**config.mk**
```make
export PLATFORM = sky130hd
export DESIGN_NAME = pcwrl_cell
export DESIGN_NICKNAME = d
export VERILOG_FILES = /design/src/hdl/pcwrl_pkg.sv /design/src/hdl/pcwrl_cell.sv
export SDC_FILE = /design/constraint.sdc
export NUM_CORES = 1
export LEC_CHECK = 0
export BUFFER_PORTS_ARGS = -buffer_cell sky130_fd_sc_hd__buf_2
export CORE_MARGIN = 2
export CORE_UTILIZATION = 50
export DETAILED_ROUTE_END_ITERATION = 8
export PLACE_DENSITY = 0.73
export SLEW_MARGIN = 20
export SYNTH_ARGS = -nofsm -noshare
export SYNTH_HDL_FRONTEND = slang
export SYNTH_SLANG_ARGS = --single-unit
```
**constraint.sdc**
```tcl
create_clock -name clk_i -period 5.5 [get_ports clk_i]
set_input_delay 0.825 -clock clk_i [delete_from_list [all_inputs] [get_ports clk_i]]
set_output_delay 0.825 -clock clk_i [all_outputs]
set_load 0.02 [all_outputs]
```
**src/hdl/pcwrl_pkg.sv**
```systemverilog
// ----------------------------------------------------------------------------
// Per-client window rate limiter package
// Types, codes and constants shared by the limiter, its cells and checker.
// ----------------------------------------------------------------------------
package pcwrl_pkg;

  localparam int DATA_W = 32;
  localparam int TABLE_ENTRIES_DEF = 64;
  localparam int CFG_ADDR_W = 1;

  localparam logic [DATA_W-1:0] LIMIT_RESET = 32'd100;
  localparam logic [DATA_W-1:0] WINDOW_RESET = 32'd60;

  typedef enum logic [CFG_ADDR_W-1:0] {
    CFG_LIMIT  = 1'b0,
    CFG_WINDOW = 1'b1
  } pcwrl_cfg_e;

  typedef enum logic [1:0] {
    OP_CHECK    = 2'd0,
    OP_REGISTER = 2'd1,
    OP_CLEAR    = 2'd2
  } pcwrl_op_e;

  typedef enum logic [1:0] {
    ST_IDLE,
    ST_MATCH,
    ST_UPDATE,
    ST_GATHER
  } pcwrl_state_e;

  typedef struct packed {
    logic [1:0]        opcode;
    logic [DATA_W-1:0] client_addr;
    logic [DATA_W-1:0] now_seconds;
  } pcwrl_req_t;

  typedef struct packed {
    logic              allowed;
    logic [DATA_W-1:0] request_count;
    logic              table_full;
  } pcwrl_rsp_t;

  typedef struct packed {
    logic              probe;
    logic              update;
    logic              clear;
    logic              sel;
    logic              do_reg;
    logic              alloc;
    logic [DATA_W-1:0] key;
    logic [DATA_W-1:0] now;
    logic [DATA_W-1:0] window;
  } pcwrl_ctrl_t;

endpackage

```
**src/hdl/pcwrl_cell.sv**
```systemverilog
// ----------------------------------------------------------------------------
// Rate limiter table cell
// Holds one client entry, matches it against the broadcast request, applies
// the window check and count update locally and passes the free-slot chain.
// ----------------------------------------------------------------------------
module pcwrl_cell (
  input  logic                            clk_i,
  input  logic                            rst_ni,
  input  pcwrl_pkg::pcwrl_ctrl_t          ctrl_i,
  input  logic                            free_below_i,
  output logic                            free_seen_o,
  output logic                            match_o,
  output logic [pcwrl_pkg::DATA_W-1:0]    count_o
);

  logic                         valid_q;
  logic                         match_q;
  logic                         sel_q;
  logic                         expired_q;
  logic [pcwrl_pkg::DATA_W-1:0] key_q;
  logic [pcwrl_pkg::DATA_W-1:0] count_q;
  logic [pcwrl_pkg::DATA_W-1:0] start_q;
  logic                         chosen;
  logic [pcwrl_pkg::DATA_W-1:0] base_count;
  logic [pcwrl_pkg::DATA_W-1:0] bumped;

  assign chosen      = ctrl_i.alloc & ~valid_q & ~free_below_i;
  assign free_seen_o = free_below_i | ~valid_q;
  assign match_o     = match_q;
  assign count_o     = sel_q ? count_q : '0;

  assign base_count = expired_q ? '0 : count_q;
  assign bumped     = (base_count == '1) ? base_count
                                         : base_count + pcwrl_pkg::DATA_W'(1);

  always_ff @(posedge clk_i or negedge rst_ni) begin
    if (!rst_ni) begin
      valid_q <= 1'b0;
      match_q <= 1'b0;
      sel_q   <= 1'b0;
    end else begin
      if (ctrl_i.probe) begin
        match_q <= valid_q && (key_q == ctrl_i.key);
      end
      if (ctrl_i.update) begin
        if (ctrl_i.clear) begin
          valid_q <= 1'b0;
        end else if (chosen) begin
          valid_q <= 1'b1;
        end
        sel_q <= ctrl_i.sel & (match_q | chosen);
      end
    end
  end

  always_ff @(posedge clk_i) begin
    if (ctrl_i.probe) begin
      expired_q <= (ctrl_i.now - start_q) >= ctrl_i.window;
    end
    if (ctrl_i.update && ctrl_i.sel) begin
      if (match_q) begin
        count_q <= ctrl_i.do_reg ? bumped : base_count;
        if (expired_q) begin
          start_q <= ctrl_i.now;
        end
      end else if (chosen) begin
        key_q   <= ctrl_i.key;
        count_q <= pcwrl_pkg::DATA_W'(1);
        start_q <= ctrl_i.now;
      end
    end
  end

endmodule

```
# Word level (Yosys, flattened, before mapping)

Index checks and enable logic that the tools add are counted.

Add/subtract/negate cells: 2
Muxes and demuxes: 11
Eq/ne operators: 3
Reductions and logical operators: 8
Bitwise logic cells: 8
$lt $le $gt $ge: 1

Operators with widths:

| cell                  | number |
|---|---|
| $mux 32               | 9 |
| $add 32x1->32 const B | 1 |
| $eq 32x32->1          | 1 |
| $eq 32x32->1 const B  | 1 |
| $ge 32x32->1          | 1 |
| $sub 32x32->32        | 1 |
| $reduce_and 3->1      | 2 |
| $reduce_and 2->1      | 2 |
| $reduce_bool 2->1     | 2 |
| $and 1x1->1           | 3 |
| $not 1->1             | 3 |
| $logic_and 1x1->1     | 2 |
| $mux 1                | 2 |
| $ne 2x1->1 const B    | 1 |
| $or 1x1->1            | 2 |

Register bits after elaboration: 100
Output and inout port bits: 34

# Logic depth before layout (Yosys ltp)

Depth after elaboration: 5
Mapped depth: 19

# Worst setup path after synthesis

Ideal clock, no wire load.

Path kind: input to register
Start: input ctrl_i[32] (netlist bit)
End: register expired_q, data pin
Setup time: 0.275 ns
Data required time: 5.225 ns
Path buffers: 0
Setup slack: 1.453 ns
Arrival: 3.773 ns
Stages: 18
Path through: inv_1 -> ha_1 -> inv_1 -> fa_1 -> a21o_1 -> a221oi_2 -> o211ai_2 -> a41oi_2 -> nor2_2 -> a311oi_2 -> xnor2_1 -> ha_1 -> a21oi_1 -> nor2b_1 -> o21ai_0 -> a21oi_1 -> a2111oi_0 -> o31ai_1

Longest elaborated chain between the ends: 2

RTL lines:

| element              | line             | source |
|---|---|---|
| start, declared      | pcwrl_cell.sv:9  | `input pcwrl_pkg::pcwrl_ctrl_t ctrl_i,` |
| $sub 32x32->32       | pcwrl_cell.sv:58 | `expired_q <= (ctrl_i.now - start_q) >= ctrl_i.window;` |
| $ge 32x32->1         | pcwrl_cell.sv:58 |  |
| end signal, assigned | pcwrl_cell.sv:58 |  |
| end, declared        | pcwrl_cell.sv:19 | `logic expired_q;` |

No other way between the ends.
A chain may end at the register's enable or synchronous reset.

# Final worst setup path

Ends and elaborated chain as after synthesis.

==> qor.txt <==
Placed Instances: 1019
Vias in the first global route: 5210
DRT iter0 DRCs: 391
# setup viols final: 0
Die span in y: 123 um
FFs w/ async S/R, synth: 0.0300
Cells after synthesis: 712
Final Wtd Congestion: 0.890
Finished Cell Area: 8310 um2
Syn_nets: 882
Post-synth cell types: 66
Synthesis-to-layout area growth: 16.7%
Setup tns final: 0 ns
Non-filler cells, final: 1035
Total gr overflow: 0
Cell Area, Synth: 7120 um2
Setup ws final: 1.30 ns
TritonCTS clock tree: yes
Hold crit path type: in -> async
Final hold vios: 0
Global Route Usage Sum: 0.205
Post-synthesis register bit count: 100
Fin nets: 1020
Cts bufs inserted: 9
Flip-flop and latch area: 2990 um2
Period utilization: 0.764
Crit path kind: in -> reg
Worst Path Max Fanout: 4
Hold Buf Count CTS: 0
Achievable Freq: 0.238 GHz
Share of cells above drive strength 1: 0.211
Port Buffer Count: 138
Worst vdd ir: 0.130 mV
First-pass GRT wire length: 24500 um
Syn Area/Cell: 10.0 um2
H-tree depth reported by CTS: 3
Final min period: 4.20 ns
Clock slew at reported path FFs: 0.07 ns
Die area: 15200 um2
Slew headroom: 0.329
Slew Viols, Final: 0
Multi-input logic area: 3800 um2
Routed Antenna Nets: 0
Drt first pass iters: 4
Status: finished clean
Worst-Margin Slew: 1.00 ns
Initial core utilization: 0.513
Total core area: 13900 um2
Drt wl/cell: 14.7 um
EDFF count, synth: 97
Synth top cells by count: edfxtp_1 (97), inv_1 (75), ha_1 (64)
# diodes: 0
DR vias/cell: 5.38
CP Capture Type: register
Arrival time worst endpoint: 4.29 ns
Remaining DRCs: 0
Largest net degree at the start of global routing: 33
Via count: 5566
Static leakage: 0.00364 uW
Clock Path Buffers: 2
Area share of the largest cell type after synthesis: 0.409
Clock root buffer: clkbuf_16
Clk_lat worst skew: 0.35 ns
Most frequent cell after synthesis: edfxtp_1
Layout Skew: 0.00912 ns
# resized after CTS: 0
Critical path data required time: 5.59 ns
Top FF cell, synth: edfxtp_1
# rows: 43
Die W: 123 um
RSZ-0062 raised after global routing: false
Filler cells: 1218
Placed cell areas: 8010 um2
Syn. warnings: 0
Setup WS pre-CTS: 0.942 ns
Synth area leaders: edfxtp_1 (41%), ha_1 (11%), xnor2_1 (6.6%)
Crit start category: input pin
Pwr dens: 228 nW/um2
Post-CTS Setup Repair Bufs: 0
Total wire length: 15200 um
Max-cap violation count: 0
Seq/Total Area, Yosys: 0.419
Antenna violations before repair: 0
IO Pins: 139
Cell taking the most area after synthesis: edfxtp_1
Post-DP HPWL: 11600 um
Clock sinks: 100
## layer usage
layer,part of all wire,track usage,vias to the layer above
li1,-,-,2816
met1,0.48,0.290,2571
met2,0.46,0.329,159
met3,0.044,0.0217,20
met4,0.016,0.0682,0
met5,0,0,-
## worst max-delay path, cell delays in order
cell       delay, ns
buf_2           0.10
inv_1           0.05
ha_1            0.17
inv_1           0.06
fa_1            0.39
a21o_1          0.19
a221oi_2        0.46
o211ai_2        0.17
a41oi_2         0.26
nor2_2          0.08
a311oi_2        0.29
xnor2_1         0.15
ha_1            0.26
a21oi_1         0.14
nor2b_1         0.06
o21ai_0         0.14
a21oi_1         0.08
a2111oi_0       0.29
o31ai_1         0.12
## where the power goes
part           switching [uW]  internal [uW]  leakage, uW
Clock                     303            359     0.000141
Sequential               16.9            848     0.000927
Combinational             199            167      0.00257
## cells by family after synthesis
group | count (synthesis) | share of synthesized area
simple gates | 233 | 0.178
compound gates | 134 | 0.127
flops | 100 | 0.419
xor+xnor | 91 | 0.112
buf+inv | 88 | 0.0476
fa+ha+maj | 65 | 0.115
mux | 1 | 0.00141
## per-stage QoR
step                      utilization  total power (uW)  hold slack, ns
after floorplan                     -              1130           0.529
after global placement          0.577              1240           0.586
after detailed placement        0.577              1240           0.588
after CTS                       0.599              1910           0.250
after global routing            0.599              1990           0.259
final                           0.599              1890           0.260
## worst paths after layout
path | start | endpoint | slack [ns] | cells past startpoint
max | ctrl_i[32] | expired_q | 1.30 | 19
min | rst_ni | sel_q | 0.26 | 1
max reg2reg | start_q[0] | expired_q | 1.57 | 17
min reg2reg | match_o | count_q[0] | 0.60 | 1
max in group asynchronous | rst_ni | valid_q | 5.13 | 1
min in group clk_i | match_o | count_q[0] | 0.60 | 1
## flip-flops by register name, summed over array words and instances (netlist names)
name	flops
count_q	32
key_q	32
match_o	1
start_q	32
expired_q	1
valid_q	1
sel_q	1
## placed cells by master (no fill, tap or decap), drive strengths merged, types with 9 or more instances in the layout
master  synthesis  routed
a21o           23      23
a21oi          40      40
and2           33      33
and3            9       9
buf             2     140
clkbuf         11       9
edfxtp         97      97
ha             64      64
inv            75      78
nand2          34      34
nand2b         11      11
nand3          15      15
nand4          20      20
nor2           61      61
nor2b          11      11
nor3           12      12
o21ai          27      27
xnor2          54      54
xor2           37      37
## final cells by class
cell class,instances,area share
Clock buffer,9,0.0271
Clock inverter,7,0.00978
Inverter,75,0.0339
Multi-Input combinational cell,524,0.458
Sequential cell,100,0.359
Tap cell,180,0.0271
Timing Repair Buffer,140,0.0849
No activity file was read; power rests on OpenSTA's default activity.
